[config.mk]
export PLATFORM = sky130hd
export DESIGN_NAME = mte_mac
export DESIGN_NICKNAME = d
export VERILOG_FILES = /design/src/sv/mte_pkg.sv /design/src/sv/mte_mac.sv
export SDC_FILE = /design/constraint.sdc
export NUM_CORES = 1
export LEC_CHECK = 0
export CORE_MARGIN = 2
export CORE_UTILIZATION = 30
export DETAILED_ROUTE_END_ITERATION = 12
export DONT_BUFFER_PORTS = 1
export PLACE_DENSITY = 0.51
export SETUP_SLACK_MARGIN = 0.05
export SYNTH_ARGS = -nofsm -noshare
export SYNTH_HDL_FRONTEND = slang
export SYNTH_SLANG_ARGS = --single-unit
[constraint.sdc]
create_clock -name clk -period 5.7 [get_ports clk]
set_input_delay 1.71 -clock clk [delete_from_list [all_inputs] [get_ports clk]]
set_output_delay 1.71 -clock clk [all_outputs]
set_load 0.03 [all_outputs]
[src/sv/mte_pkg.sv]
`timescale 1ns / 1ps
// ----------------------------------------------------------------------------
// mte_pkg: shared types and constants for the cascaded multi-tap echo
// Field layout of the tap registers, fixed-point constants, digit size of
// the serial multiplier and the control word of the multiply-accumulate unit.
// ----------------------------------------------------------------------------
package mte_pkg;

  // Default values of the top-level parameters
  localparam int HISTORY_DEPTH_DEF = 8192;
  localparam int TAP_COUNT_DEF     = 5;
  localparam int SAMPLE_RATE_DEF   = 11025;
  localparam int SAMPLE_WIDTH_DEF  = 16;

  // Configuration registers
  localparam int NUM_TAP_REGS = 5;
  localparam int CFG_W        = 23;
  localparam int CFG_IDX_W    = 3;
  localparam logic [CFG_W-1:0] TAP_RESET = 23'd3276800;  // 50 ms, gain 0
  localparam int DLY_MSB      = 22;
  localparam int DLY_LSB      = 16;
  localparam int MS_W         = DLY_MSB - DLY_LSB + 1;

  // Delay conversion
  localparam int DELAY_MS_MIN  = 50;
  localparam int DELAY_MS_MAX  = 80;
  localparam int MS_PER_SECOND = 1000;
  localparam int DLY_SPAN      = DELAY_MS_MAX - DELAY_MS_MIN + 1;
  localparam int OFF_W         = $clog2(DLY_SPAN);
  localparam int CONV_W        = 11;   // holds 80 ms at the default sample rate

  // Fixed point
  localparam int GAIN_W    = 16;       // Q1.15
  localparam int Q15_FRAC  = 15;
  localparam int Q15_HALF  = 16384;
  localparam logic signed [GAIN_W:0] GAIN_ONE = 17'sd32768;
  localparam int ACC_GUARD = 19;       // accumulator is SAMPLE_WIDTH + this

  // Serial multiplier
  localparam int DIGIT_W = 4;

  typedef struct packed {
    logic load;    // preset the accumulator with the dry term
    logic start;   // start one product, added when complete
  } mac_ctrl_t;

endpackage

[src/sv/mte_mac.sv]
`timescale 1ns / 1ps
// ----------------------------------------------------------------------------
// mte_mac: digit-serial multiply-accumulate
// Shifts the sample out one digit per cycle, most significant first, and
// folds each digit into the partial product; adds the product to the
// accumulator in the cycle after the last digit.
// ----------------------------------------------------------------------------
module mte_mac #(
  parameter int SAMPLE_WIDTH = mte_pkg::SAMPLE_WIDTH_DEF
) (
  input  logic                                               clk,
  input  logic                                               rst_n,
  input  mte_pkg::mac_ctrl_t                                 ctrl_i,
  input  logic signed [SAMPLE_WIDTH+mte_pkg::ACC_GUARD-1:0]  init_i,
  input  logic signed [mte_pkg::GAIN_W-1:0]                  mcand_i,
  input  logic signed [SAMPLE_WIDTH-1:0]                     mplier_i,
  output logic                                               busy_o,
  output logic signed [SAMPLE_WIDTH+mte_pkg::ACC_GUARD-1:0]  acc_o
);

  localparam int ACC_W  = SAMPLE_WIDTH + mte_pkg::ACC_GUARD;
  localparam int DW     = mte_pkg::DIGIT_W;
  localparam int NDIG   = (SAMPLE_WIDTH + DW - 1) / DW;
  localparam int MB_W   = NDIG * DW;
  localparam int PROD_W = mte_pkg::GAIN_W + MB_W;
  localparam int CNT_W  = (NDIG > 1) ? $clog2(NDIG) : 1;

  logic signed [mte_pkg::GAIN_W-1:0]    mcand_r;
  logic        [MB_W-1:0]               mplier_r;
  logic signed [PROD_W-1:0]             part_r;
  logic signed [PROD_W-1:0]             part_nxt;
  logic        [CNT_W-1:0]              cnt_r;
  logic                                 busy_r;
  logic                                 add_r;
  logic signed [ACC_W-1:0]              acc_r;
  logic        [DW-1:0]                 digit;
  logic signed [DW:0]                   digit_s;
  logic signed [mte_pkg::GAIN_W+DW:0]   pp;

  // Top digit carries the sign; the rest are plain magnitudes
  assign digit   = mplier_r[MB_W-1 -: DW];
  assign digit_s = (cnt_r == '0) ? $signed({digit[DW-1], digit}) : $signed({1'b0, digit});
  assign pp      = mcand_r * digit_s;
  assign part_nxt = (part_r <<< DW) + PROD_W'(pp);

  always_ff @(posedge clk) begin
    if (!rst_n) begin
      busy_r <= 1'b0;
      add_r  <= 1'b0;
      cnt_r  <= '0;
    end else begin
      add_r <= 1'b0;
      if (ctrl_i.start) begin
        busy_r <= 1'b1;
        cnt_r  <= '0;
      end else if (busy_r) begin
        if (cnt_r == CNT_W'(NDIG - 1)) begin
          busy_r <= 1'b0;
          add_r  <= 1'b1;
        end else begin
          cnt_r <= cnt_r + 1'b1;
        end
      end
    end
  end

  always_ff @(posedge clk) begin
    if (ctrl_i.start) begin
      mcand_r  <= mcand_i;
      mplier_r <= MB_W'(mplier_i);
      part_r   <= '0;
    end else if (busy_r) begin
      mplier_r <= mplier_r << DW;
      part_r   <= part_nxt;
    end
    if (ctrl_i.load) begin
      acc_r <= init_i;
    end else if (add_r) begin
      acc_r <= acc_r + ACC_W'(part_r);
    end
  end

  assign busy_o = busy_r | add_r;
  assign acc_o  = acc_r;

endmodule

# Word level (Yosys, flattened, before mapping)

Index checks and enable logic that the tools add are counted.

$add $sub $neg: 3
Multiply operators: 1
Eq/ne operators: 1
Mux-type cells: 9
Bitwise logic cells: 4
Reductions and logical operators: 6

Operators by type and width:

| operator                                    | number |
|---|---|
| 2-to-1 mux 35 bit                           | 2 |
| adder 35 x 32 -> 35 bit                     | 1 |
| adder 32 x 21 -> 32 bit                     | 1 |
| 2-to-1 mux 16 bit                           | 2 |
| multiplier 16 x 5 -> 21 bit                 | 1 |
| 2-to-1 mux 5 bit                            | 1 |
| 2-to-1 mux 1 bit                            | 4 |
| nonzero test 2 bit                          | 2 |
| inverter 1 bit                              | 3 |
| OR reduction 3 bit                          | 1 |
| adder 2 x 1 -> 2 bit, second input constant | 1 |
| equality test 2 bit, second input constant  | 1 |
| zero test 2 bit                             | 1 |
| AND reduction 2 bit                         | 1 |
| OR reduction 2 bit                          | 1 |
| bitwise OR 1 bit                            | 1 |

Bits in registers: 103
Input bits: 71
Output and inout port bits: 36
Word-level logic and storage cells: 31

# Logic depth before layout (Yosys ltp)

Depth after elaboration: 4
Mapped depth: 21
Gate-level depth less buffers: 20

# Worst setup path before layout

OpenSTA, ideal clock, no wires.

Kind: reg-to-reg
From: reg cnt_r[0]
To: reg part_r[28]
Setup time: 0.117 ns
Arrival time: 4.918 ns
Data required time: 5.583 ns
Path slack: 0.665 ns
Stages on the path, launching flop included: 20
Buffers on the path: 0
Period minus slack after synthesis: 5.035 ns
Cell sequence: dfxtp_1 -> inv_1 -> ha_1 -> nand2_1 -> or2_2 -> fa_1 -> fa_1 -> inv_1 -> fa_1 -> fa_1 -> ha_1 -> fa_1 -> a211oi_1 -> o21a_1 -> a21oi_1 -> o21ai_0 -> nor2_1 -> a21o_1 -> xor2_1 -> a22o_1

Word-level cells in the longest chain between the ends: 4

Ends and longest elaborated chain:

| what                        | line          | source |
|---|---|---|
| start: declaration          | mte_mac.sv:32 | `logic [CNT_W-1:0] cnt_r;` |
| start signal: assignment    | mte_mac.sv:61 | `cnt_r <= cnt_r + 1'b1;` |
| zero test 2 bit             | mte_mac.sv:42 | `assign digit_s = (cnt_r == '0) ? $signed({digit[DW-1], digit}) : $signed({1'b0, digit});` |
| 2-to-1 mux 5 bit            | mte_mac.sv:42 |  |
| multiplier 16 x 5 -> 21 bit | mte_mac.sv:43 | `assign pp = mcand_r * digit_s;` |
| adder 32 x 21 -> 32 bit     | mte_mac.sv:44 | `assign part_nxt = (part_r <<< DW) + PROD_W'(pp);` |
| end signal: assignment      | mte_mac.sv:74 | `part_r <= part_nxt;` |
| end: declaration            | mte_mac.sv:30 | `logic signed [PROD_W-1:0] part_r;` |

Every way passes these cells.
A chain may end at the register's enable or synchronous reset.

# Final worst setup path

Ends and elaborated chain as after synthesis.

==> results.py <==
metrics = {
    "logic_synthesis": {
        "syn_inst": 1056,
        "synth_edf_count": 67,
        "synthSimpleGateAreaFrac_pct": 13.87,
        "syn_area_um2": 10300,
        "synth_ff_type": "edfxtp_1",
        "synth_xor_area_share_pct": 4.507,
        "synth-compound-area-share_pct": 15.43,
        "synth_cell_types": 62,
        "synth_top_family_by_area": "adder cells",
        "yosysTopAreaCell": "edfxtp_1",
        "syn_nets": 1327,
        "ys_warn_count": 0,
        "synth.top_cell.area_share_pct": 19.54,
        "synth_fa_ha_area_share_pct": 31.59,
        "async_flop_share_pct": 0,
        "synth_seq_area_share_pct": 26.53,
        "synth_area_leaders": "edfxtp_1, fa_1, ha_1",
        "synth_area_per_cell_um2": 9.752,
        "muxShareOfSynthArea_pct": 2.904,
        "ys_ff_latch": 103,
    },
    "drt": {
        "drc": 0,
        "drt_iter0_drc": 362,
        "first_pass_iters": 5,
        "postRouteAntennaNets": 0,
        "avgViaCountPerCell": 4.971,
        "drt_wl_total_mm": 26.50,
        "drt-wirelength-per-cell_um": 17.66,
        "vias": 7461,
    },
    "clock_tree": {
        "cts.sinks": 103,
        "cts_tree": "built",
        "htree_num_levels": 3,
        "clk-insertion-delay-late_ns": 0.36,
        "cts_inserted_buffers": 9,
        "clk_pin_slew_ns": 0.07,
        "cts.hold.buffers_added": 0,
        "cts_root_buf": "clkbuf_16",
        "clockBufferDepth": 2,
    },
    "global_route": {
        "grt_pass1_wl_mm": 42.11,
        "grt_max_degree": 70,
        "antenna_found_initial": 0,
        "grt_pass1_vias": 7484,
        "track_usage_pct": 15.18,
        "gr-total-overflow": 0,
    },
    "layout": {
        "nets": 1319,
        "syn2layout_area_growth_pct": 8.079,
        "diodes": 0,
        "fill_cells": 3551,
        "final_cell_mix": "inv_1, fa_1, ha_1, nand2_1, edfxtp_1",
        "layout_commonest_cell": "inv_1",
        "drive_above_1_share_pct": 6.078,
        "final_cell_area_um2": 11130,
        "multi_input_area_um2": 7039,
        "seq_area_um2": 2733,
        "final_util_pct": 33.03,
    },
    "timing": {
        "rsz0062_at_grt": "no",
        "setup_viol": 0,
        "finalHoldViolations": 0,
        "clock_skew_ns": 0.01259,
        "fin_ws_ns": 0.3689,
        "tightest_slew_ns": 0.9661,
        "fmax_mhz": 187.6,
        "drv_slew": 0,
        "period_share_pct": 93.53,
        "relSlewSlack_pct": 34.91,
        "fin_crit_ns": 5.331,
        "tns_ns": 0,
    },
    "placement": {
        "dpl.hpwl_mm": 21.36,
        "place_ws_ns": 0.2527,
        "postPlaceCellArea_um2": 10830,
        "io_buffers": 0,
        "gp_congestion": 0.8751,
    },
    "worst_hold_path": {
        "hold_class": "reg -> reg",
    },
    "floorplan": {
        "die_y_um": 189.3,
        "dieArea_um2": 35830,
        "start_util_pct": 30.56,
        "die-width_um": 189.3,
        "core_area_um2": 33700,
        "io_pins": 107,
        "num_rows": 67,
    },
    "critical_path": {
        "required_ns": 5.96,
        "critPathMaxStageDelay_ns": 0.55,
        "setup.worst_path.class": "reg -> reg",
        "endpoint_kind": "register",
        "path_cells": "inv_1 > ha_1 > nand2_1 > or2_2 > fa_1 > fa_1 > inv_1 > fa_1 > fa_1 > ha_1 > fa_1 > a211oi_1 > o21a_1 > a21oi_1 > o21ai_1 > nor2_1 > a21o_1 > xor2_1 > a22o_1",
        "path_max_fanout": 4,
        "critPathSlowestCell": "fa_1",
        "cp_common_cell": "fa_1",
        "timing.critical_path.arrival_ns": 5.59,
        "path_buf_inv": 2,
        "critical-path-top-delay-family": "adder cells",
        "cp-start-kind": "register",
    },
    "pwr": {
        "powerDensity_nw_per_um2": 579.0,
        "power_leakage_nw": 4.850,
        "ir_drop_v": 0.0002559,
        "power.total_mw": 6.445,
    },
    "outcome": {
        "status": "finished, final reports clean",
    },
    "run": {
        "cap_violations": 0,
    },
}
area by class of cell:
| cell class | instances | area share, % |
|---|---|---|
| clock buffers | 12 | 2.304 |
| repair buffers | 13 | 0.8768 |
| clock inverters | 4 | 0.3147 |
| well taps | 448 | 5.036 |
| flip-flops and latches | 103 | 24.55 |
| inverters | 109 | 3.676 |
| multi-input cells | 812 | 63.24 |
what timing repair did:
action | 4_1_cts | 5_1_grt
setup endpoints to repair | 0 | 3
setup buffers | 0 | 0
resized for setup | 0 | 2
metrics by stage:
stage	hold slack, ns	cells
finish	0.5340	1501
global route	0.5606	1501
CTS	0.5533	1501
detailed placement	0.5361	1485
global placement	0.5278	1485
floorplan	0.4405	1056
registers in the layout, summed over array words and instances, names as in the netlist:
signal and flops:
mcand_r 16, cnt_r 2, add_r 1, busy_r 1
acc_o 35, mplier_r 16, part_r 32
power by group:
part           switching, mW  internal, mW  leakage, nW
logic                   2.69          1.89         3.74
registers              0.269         0.962        0.963
clock network          0.305         0.327        0.146
per-layer routing:
metal,vias up,track usage (%),routed length (µm)
li1,3662,-,-
met5,-,0,0
met3,26,2.595,1054
met1,3647,19.74,11830
met4,0,4.174,498
met2,126,25.99,13120
cell usage after synthesis (all sizes together), types with 10 or more instances:
master and instances:
a211oi 15, dfxtp 36, nand3 16, a22o 12, xor2 26, a21oi 65, a31oi 14, ha 100
inv 108, o21ai 71, clkbuf 28, nor3 12, edfxtp 67, and2 65, nor2 58, and3 10
fa 100, a21o 22, mux2i 13, mux2 15, xnor2 27, nand2 80
logic make-up after synthesis:
group	count (synthesis)
AOI/OAI and AO/OA	246
DFF	103
buffers and inverters	141
and+or+nand+nor	285
xor gates and xnor gates	53
adders and majority gates	200
muxes	28
worst reg2reg max path, delay by kind of cell, from the launching register on:
family,cells,cell delay [ns]
xor gates and xnor gates,1,0.13
DFF,1,0.34
and+or+nand+nor,3,0.54
AOI/OAI and AO/OA,6,1.21
buffers and inverters,2,0.12
adders and majority gates,7,2.89
path summary, 6_finish.rpt:
| kind | from | cells after the start | slack, ns | to |
|---|---|---|---|---|
| setup / recovery | cnt_r[0] | 19 | 0.37 | part_r[28] |
| hold / removal | part_r[29] | 1 | 0.53 | part_r[29] |
| setup reg to reg | cnt_r[0] | 19 | 0.37 | part_r[28] |
| hold reg to reg | part_r[29] | 1 | 0.53 | part_r[29] |
(Power assumes the default switching activity.)
