[config.mk]
export PLATFORM = sky130hd
export DESIGN_NAME = mte_taps
export DESIGN_NICKNAME = d
export VERILOG_FILES = /design/src/sv/mte_pkg.sv /design/src/sv/mte_taps.sv
export SDC_FILE = /design/constraint.sdc
export NUM_CORES = 1
export LEC_CHECK = 0
export BUFFER_PORTS_ARGS = -buffer_cell sky130_fd_sc_hd__buf_2
export CAP_MARGIN = 20
export CORE_UTILIZATION = 40
export DETAILED_ROUTE_END_ITERATION = 8
export GPL_ROUTABILITY_DRIVEN = 1
export PLACE_DENSITY_LB_ADDON = 0.12
export SLEW_MARGIN = 10
export SYNTH_ARGS = -nofsm -noshare
export SYNTH_HDL_FRONTEND = slang
export SYNTH_SLANG_ARGS = --single-unit
[constraint.sdc]
create_clock -name clk -period 20.9 [get_ports clk]
set_clock_uncertainty 0.15 [all_clocks]
set_input_delay 2.09 -clock clk [delete_from_list [all_inputs] [get_ports clk]]
set_output_delay 2.09 -clock clk [all_outputs]
set_load 0.01 [all_outputs]
[src/sv/mte_pkg.sv]
`timescale 1ns / 1ps
// ----------------------------------------------------------------------------
// mte_pkg: shared types and constants for the cascaded multi-tap echo
// Field layout of the tap registers, fixed-point constants, digit size of
// the serial multiplier and the control word of the multiply-accumulate unit.
// ----------------------------------------------------------------------------
package mte_pkg;

  // Default values of the top-level parameters
  localparam int HISTORY_DEPTH_DEF = 8192;
  localparam int TAP_COUNT_DEF     = 5;
  localparam int SAMPLE_RATE_DEF   = 11025;
  localparam int SAMPLE_WIDTH_DEF  = 16;

  // Configuration registers
  localparam int NUM_TAP_REGS = 5;
  localparam int CFG_W        = 23;
  localparam int CFG_IDX_W    = 3;
  localparam logic [CFG_W-1:0] TAP_RESET = 23'd3276800;  // 50 ms, gain 0
  localparam int DLY_MSB      = 22;
  localparam int DLY_LSB      = 16;
  localparam int MS_W         = DLY_MSB - DLY_LSB + 1;

  // Delay conversion
  localparam int DELAY_MS_MIN  = 50;
  localparam int DELAY_MS_MAX  = 80;
  localparam int MS_PER_SECOND = 1000;
  localparam int DLY_SPAN      = DELAY_MS_MAX - DELAY_MS_MIN + 1;
  localparam int OFF_W         = $clog2(DLY_SPAN);
  localparam int CONV_W        = 11;   // holds 80 ms at the default sample rate

  // Fixed point
  localparam int GAIN_W    = 16;       // Q1.15
  localparam int Q15_FRAC  = 15;
  localparam int Q15_HALF  = 16384;
  localparam logic signed [GAIN_W:0] GAIN_ONE = 17'sd32768;
  localparam int ACC_GUARD = 19;       // accumulator is SAMPLE_WIDTH + this

  // Serial multiplier
  localparam int DIGIT_W = 4;

  typedef struct packed {
    logic load;    // preset the accumulator with the dry term
    logic start;   // start one product, added when complete
  } mac_ctrl_t;

endpackage

[src/sv/mte_taps.sv]
`timescale 1ns / 1ps
// ----------------------------------------------------------------------------
// mte_taps: tap registers and cumulative tap table
// Holds the five tap registers and, after reset or any write, walks the
// taps once to build the cumulative delay and Q1.15 gain of each tap.
// ----------------------------------------------------------------------------
module mte_taps #(
  parameter int HISTORY_DEPTH = mte_pkg::HISTORY_DEPTH_DEF,
  parameter int TAP_COUNT     = mte_pkg::TAP_COUNT_DEF,
  parameter int SAMPLE_RATE   = mte_pkg::SAMPLE_RATE_DEF
) (
  input  logic                                        clk,
  input  logic                                        rst_n,
  input  logic                                        cfg_we_i,
  input  logic [mte_pkg::CFG_IDX_W-1:0]               cfg_index_i,
  input  logic [mte_pkg::CFG_W-1:0]                   cfg_data_i,
  input  logic [((TAP_COUNT > 1) ? $clog2(TAP_COUNT) : 1)-1:0] tap_sel_i,
  output logic [$clog2(HISTORY_DEPTH)-1:0]            dly_o,
  output logic signed [mte_pkg::GAIN_W-1:0]           gain_o,
  output logic                                        ready_o
);

  localparam int AW     = $clog2(HISTORY_DEPTH);
  localparam int TAP_IW = (TAP_COUNT > 1) ? $clog2(TAP_COUNT) : 1;
  localparam int GW     = mte_pkg::GAIN_W;

  logic [mte_pkg::CFG_W-1:0]   tap_r [mte_pkg::NUM_TAP_REGS];
  logic [AW-1:0]               cum_dly_r  [TAP_COUNT];
  logic signed [GW-1:0]        cum_gain_r [TAP_COUNT];
  logic [mte_pkg::CONV_W-1:0]  conv_tab [mte_pkg::DLY_SPAN];

  logic                        prep_busy_r;
  logic [TAP_IW-1:0]           prep_cnt_r;
  logic [AW-1:0]               run_dly_r;
  logic signed [GW:0]          run_gain_r;

  logic [mte_pkg::CFG_W-1:0]   cur;
  logic [mte_pkg::MS_W-1:0]    ms;
  logic [mte_pkg::MS_W-1:0]    ms_c;
  logic [mte_pkg::OFF_W-1:0]   off;
  logic [AW:0]                 dsum;
  logic [AW-1:0]               dsat;
  logic signed [GW-1:0]        g;
  logic signed [2*GW:0]        gprod;
  logic signed [2*GW:0]        grnd;
  logic [2*GW-mte_pkg::Q15_FRAC:0] gsh;
  logic signed [GW-1:0]        gsat;

  // Samples per tap delay, one entry per millisecond from 50 to 80
  for (genvar gi = 0; gi < mte_pkg::DLY_SPAN; gi++) begin : g_conv
    localparam int unsigned ConvVal =
      ((mte_pkg::DELAY_MS_MIN + gi) * SAMPLE_RATE) / mte_pkg::MS_PER_SECOND;
    assign conv_tab[gi] = mte_pkg::CONV_W'(ConvVal);
  end

  assign cur = tap_r[mte_pkg::CFG_IDX_W'(prep_cnt_r)];
  assign ms  = cur[mte_pkg::DLY_MSB:mte_pkg::DLY_LSB];
  assign g   = $signed(cur[GW-1:0]);

  always_comb begin
    if (ms < mte_pkg::MS_W'(mte_pkg::DELAY_MS_MIN)) begin
      ms_c = mte_pkg::MS_W'(mte_pkg::DELAY_MS_MIN);
    end else if (ms > mte_pkg::MS_W'(mte_pkg::DELAY_MS_MAX)) begin
      ms_c = mte_pkg::MS_W'(mte_pkg::DELAY_MS_MAX);
    end else begin
      ms_c = ms;
    end
    off  = mte_pkg::OFF_W'(ms_c - mte_pkg::MS_W'(mte_pkg::DELAY_MS_MIN));
    dsum = {1'b0, run_dly_r} + (AW+1)'(conv_tab[off]);
    if (dsum > (AW+1)'(HISTORY_DEPTH - 1)) begin
      dsat = AW'(HISTORY_DEPTH - 1);
    end else begin
      dsat = dsum[AW-1:0];
    end
  end

  // Round the running gain product to Q1.15 and saturate
  assign gprod = run_gain_r * g;
  assign grnd  = gprod + (2*GW+1)'(mte_pkg::Q15_HALF);
  assign gsh   = grnd[2*GW:mte_pkg::Q15_FRAC];

  always_comb begin
    if (gsh[2*GW-mte_pkg::Q15_FRAC] && !(&gsh[2*GW-mte_pkg::Q15_FRAC:GW-1])) begin
      gsat = {1'b1, {(GW-1){1'b0}}};
    end else if (!gsh[2*GW-mte_pkg::Q15_FRAC] && (|gsh[2*GW-mte_pkg::Q15_FRAC:GW-1])) begin
      gsat = {1'b0, {(GW-1){1'b1}}};
    end else begin
      gsat = $signed(gsh[GW-1:0]);
    end
  end

  always_ff @(posedge clk) begin
    if (!rst_n) begin
      for (int i = 0; i < mte_pkg::NUM_TAP_REGS; i++) begin
        tap_r[i] <= mte_pkg::TAP_RESET;
      end
      prep_busy_r <= 1'b1;
      prep_cnt_r  <= '0;
      run_dly_r   <= '0;
      run_gain_r  <= mte_pkg::GAIN_ONE;
    end else if (cfg_we_i) begin
      if (cfg_index_i < mte_pkg::CFG_IDX_W'(mte_pkg::NUM_TAP_REGS)) begin
        tap_r[cfg_index_i] <= cfg_data_i;
      end
      // restart the walk over the taps
      prep_busy_r <= 1'b1;
      prep_cnt_r  <= '0;
      run_dly_r   <= '0;
      run_gain_r  <= mte_pkg::GAIN_ONE;
    end else if (prep_busy_r) begin
      run_dly_r  <= dsat;
      run_gain_r <= (GW+1)'(gsat);
      if (prep_cnt_r == TAP_IW'(TAP_COUNT - 1)) begin
        prep_busy_r <= 1'b0;
      end else begin
        prep_cnt_r <= prep_cnt_r + 1'b1;
      end
    end
  end

  always_ff @(posedge clk) begin
    if (prep_busy_r && !cfg_we_i) begin
      cum_dly_r[prep_cnt_r]  <= dsat;
      cum_gain_r[prep_cnt_r] <= gsat;
    end
  end

  assign dly_o   = cum_dly_r[tap_sel_i];
  assign gain_o  = cum_gain_r[tap_sel_i];
  assign ready_o = !prep_busy_r;

endmodule

* Yosys cells after proc, flatten, opt, wreduce, memory -nomap -nowiden
Memory sizes are Yosys's and may differ from the RTL's. A register that Yosys moved wholly into a read port is not among the register bits.
Cells that the tools add are included.
** Word-level totals
- Bits in registers :: 34
- RAM bits :: 260
- Bits in read-only memories :: 352
- Output and inout bits :: 30
- Memories kept :: 4
** Memory list
- (no name shown) :: depth 32, bits a word 11, rd ports 1, clocked after Yosys merged registers in 0, wr ports 0, line mte_taps.sv:69 : dsum = {1'b0, run_dly_r} + (AW+1)'(conv_tab[off]);
- tap_r :: depth 5, bits a word 23, rd ports 1, clocked after Yosys merged registers in 1, wr ports 5, line mte_taps.sv:27 : logic [mte_pkg::CFG_W-1:0] tap_r [mte_pkg::NUM_TAP_REGS];
- cum_gain_r :: depth 5, bits a word 16, rd ports 1, clocked after Yosys merged registers in 0, wr ports 1, line mte_taps.sv:29 : logic signed [GW-1:0] cum_gain_r [TAP_COUNT];
- cum_dly_r :: depth 5, bits a word 13, rd ports 1, clocked after Yosys merged registers in 0, wr ports 1, line mte_taps.sv:28 : logic [AW-1:0] cum_dly_r [TAP_COUNT];
** Cells by class
- Add/subtract/negate cells :: 4
- Multipliers :: 1
- Magnitude comparators :: 5
- Equal/unequal tests :: 1
- Muxes and demuxes :: 21
- Bitwise logic cells :: 3
- Reduce and logical (&&, ||, !) cells :: 12
** Operators with widths (number)
- $add A33 B16 Y33 const B :: 1
- $mul A17 B16 Y33 :: 1
- $mux W16 :: 2
- $mux W23 :: 1
- $reduce_or A23 Y1 :: 1
- $mux W11 :: 2
- $add A13 B11 Y14 :: 1
- $gt A14 B13 Y1 const B :: 1
- $mux W13 :: 1
- $mux W1 :: 10
- $mux W5 :: 2
- $mux W3 :: 3
- $gt A7 B7 Y1 const B :: 1
- $lt A7 B6 Y1 const B :: 1
- $ge A6 B6 Y1 const B :: 1
- $not A5 Y6 :: 1
- $sub A5 B5 Y5 const B :: 1
- $logic_not A1 Y1 :: 4
- $add A3 B1 Y3 const B :: 1
- $eq A3 B3 Y1 const B :: 1
- $logic_and A1 B1 Y1 :: 3
- $lt A3 B3 Y1 const B :: 1
- $reduce_and A3 Y1 :: 1
- $reduce_or A3 Y1 :: 1
- other kinds (3) :: 4

* Depth between registers and ports, before layout
- Depth in word-level cells :: 11
- Gate-level depth with buffers :: 31
- Depth with buffers taken out :: 25

* Worst setup path before layout
Ideal clock, no wire load.
- Path kind :: register -> register
- From :: reg with a tool-made name
- To :: mem cum_gain_r[0][5] (netlist name) (data pin)
- Setup time :: 0.177 ns
- Data arrival time :: 8.565 ns
- Data required time :: 20.573 ns
- Slack :: 12.009 ns
- Stages on the path, launching flop included :: 32
- Buffers on the path :: 7
- Path through :: dfxtp_1 > buf_6 > buf_2 > buf_2 > buf_2 > mux4_2 > mux2_2 > clkbuf_1 > nand2_1 > inv_1 > fa_1 > inv_1 > fa_1 > inv_1 > fa_1 > fa_1 > fa_1 > inv_1 > fa_1 > inv_1 > ha_1 > clkbuf_1 > a21oi_1 > o21ai_0 > a41oi_1 > o21ai_0 > a2111o_1 > and3_4 > a311oi_4 > buf_6 > nor2_1 > nor2_1
** RTL lines (line)
- to (decl) :: mte_taps.sv:29

==> impl_results.md <==
- Outcome: finished, final reports clean
- Seq/Total Area, Yosys: between 40 and 50%
- Hold path start: run_gain_r[3]
- HP Class: reg -> reg
- Worst Hold End: run_gain_r[3]
- Non-Filler Instances: between 3k and 4k
- Setup crit end kind: register
- Die H: 257 µm
- Via count: between 15k and 20k
- CTS sink count: 366
- Starting density of the core: between 40% and 50%
- Count of final setup violators: 0
- Number of flops mapped to enable cells by yosys: 329
- Grt total ovfl: 0
- F_max: 107 MHz
- I/O Buffers: 61
- Setup repair after global routing missed its margin: no
- Max Cap Violations: 0
- Post-CTS Resized: 0
- Synth-to-Final Area Change: 11.3%
- Residual DRC count: 0
- Vias in the first global route: around 17k
- Synth async-reset ratio: 0%
- DP Wirelength: between 40000 and 50000 µm
- Setup TNS: 0 ps
- Postcts setup bufs: 0
- Row cnt: 93
- Worst-Skew Late Latency: 570 ps
- Commonest non-fill, non-tap cells in the layout: edfxtp_1, inv_1, fa_1, nand2_1, and2_1
- Clock buffer depth: 3
- Kind of critical path: reg -> reg
- Reg2Reg Depth: 25
- Tmin final: 9310 ps
- Worst-path clk slew: 60 ps
- Post-synthesis cell area: between 20000 and 30000 µm²
- Crit Path Max Fanout: 45
- Root buffer cell: clkbuf_16
- Final period util: between 40 and 50%
- Initial antenna violation count: 4
- Hold Path Cell Cnt: 2
- Layout cells sized above 1: 13.9%
- Top FF cell, synth: edfxtp_1
- Slew headroom: 30.2%
- Hold-fix buffer count after cts: 0
- Placed cells: 3051
- First-pass GRT wire length: 99200 µm
- Post-DRT Antenna Nets: 0
- R2R Setup Slk: around 12000 ps
- Syn. warnings: 0
- Iteration-0 DRC Markers: 891
- Commonest non-fill, non-tap cell in the layout: edfxtp_1
- Die ar.: about 66000 µm²
- Routed wire length: 61700 µm
- Vias per inst: roughly 5.0
- Least-Margin Pin Slew: between 1000 and 1500 ps
- Worst setup SP type: register
- Max Slew Vio Count: 0
- GPL Wtd Cong: just over 0.8
- CP required: approximately 21000 ps
- Core area: roughly 64000 µm²
- H-Tree Depth: 2
- Synth Area per Inst: 12.3 µm²
- Fill count: 5991
- Flops & latches, synth: 366
- Cells after synthesis: around 2.1k
- Nets: 2650
- TritonRoute pass-1 iters: 4
- Reg-to-reg endpoint: cum_gain_r[1][3]
- Post-synthesis cell type count: just over 70
- Worst Path Arrival: around 9500 ps
- Hold Vio Cnt, Final: 0
- FF/Latch Area: 10600 µm²
- CTS tree: built
- Tot GR Track Use: between 10% and 20%
- I/O pin cnt: 62
- Multi-input gate area: around 14000 µm²
- Die Width: 257 µm
- Total CTS buffers: 42
- Routed WL per cell: 19.7 µm
- Largest net degree at the start of global routing: 46
## cell usage after synthesis, types with 21 or more instances
library cell | number | area share, %
mux4_2 | 76 | 6.6
nand2b_1 | 50 | 1.2
a21oi_1 | 38 | 0.73
o21ai_0 | 47 | 0.90
inv_1 | 327 | 4.7
nand2_1 | 161 | 2.3
dfxtp_1 | 37 | 2.8
edfxtp_1 | 329 | 38
and2_1 | 144 | 3.5
clkbuf_1 | 69 | 0.99
nor2_1 | 90 | 1.3
fa_1 | 277 | 21
mux2_2 | 43 | 1.9
xnor2_1 | 21 | 0.71
nor2b_1 | 78 | 1.9
ha_1 | 100 | 4.8
## sequential cells by signal (all words and copies together), names as in the netlist, named ones only
register	count
prep_cnt_r	3
cum_dly_r	65
tap_r	184
prep_busy_r	1
cum_gain_r	80
run_gain_r	17
run_dly_r	13
## worst max-delay path, cell delays in order, from the launching register on
cell      delay, ps
dfxtp_2         310
buf_4           580
mux4_2          410
mux2_2          470
nand2_1         190
inv_1            70
fa_1            710
inv_1           110
fa_1            720
inv_1           230
fa_1            510
fa_1            510
fa_1            490
inv_1            50
fa_1            470
inv_1            40
ha_1            380
a21oi_1         260
o21ai_0         120
a41oi_1         210
o21ai_0         210
a2111o_1        470
and3_4          190
a311oi_4        650
nor2_1          250
nor2_1          290
## per-layer routing
| metal | share of wire, % | track usage (%) | up-vias |
|---|---|---|---|
| li1 | - | - | 7247 |
| met1 | 45 | 25.6 | 8062 |
| met2 | 50 | 33.7 | 271 |
| met3 | 3.9 | 3.02 | 70 |
| met4 | 1.6 | 4.20 | 4 |
| met5 | 0.036 | 0 | - |
## cells by family after synthesis
| kind of cell | Yosys count | synth area share [%] |
|---|---|---|
| AND/OR/NAND/NOR | 606 | 12.1 |
| XOR/XNOR | 36 | 1.21 |
| AO/OA/AOI/OAI | 179 | 4.48 |
| buffers and inverters | 417 | 6.13 |
| multiplexers | 136 | 9.17 |
| flip-flops | 366 | 40.8 |
| adder cells (fa/ha/maj) | 377 | 26.1 |
| other | 1 | 0.0144 |
## per-stage QoR
stage	util, %	hold slack, ps	setup slack [ps]	instance area (µm²)
final	45.0	298	11590	29000
after global routing	45.0	340	10930	29000
after CTS	45.0	300	11500	29000
after detailed placement	43.0	293	11510	27700
after global placement	42.9	290	11370	27600
after floorplan	-	295	12010	26300
## layout make-up
cell class	count	area share, %
antenna	1	0.00863
clock buffer	62	4.10
clock inverter	14	0.432
inverter	328	4.25
multi-input combinational	1403	48.8
sequential	366	36.7
tap	855	3.69
timing repair buffer	100	2.10
## worst max path at each step
stage                     cells after the start                to  slack [ps]  startpoint
after detailed placement                     24  cum_gain_r[4][3]       11510    register
after global routing                         24  cum_gain_r[1][3]       10930    register
after CTS                                    24  cum_gain_r[0][3]       11500    register
after floorplan                              31  cum_gain_r[0][5]       12010    register
final                                        25  cum_gain_r[1][3]       11590    register
after global placement                       25  cum_gain_r[0][6]       11370    register
Power is not shown: default switching activity piles up to over one toggle a cycle in this logic, so the estimate is an artifact.
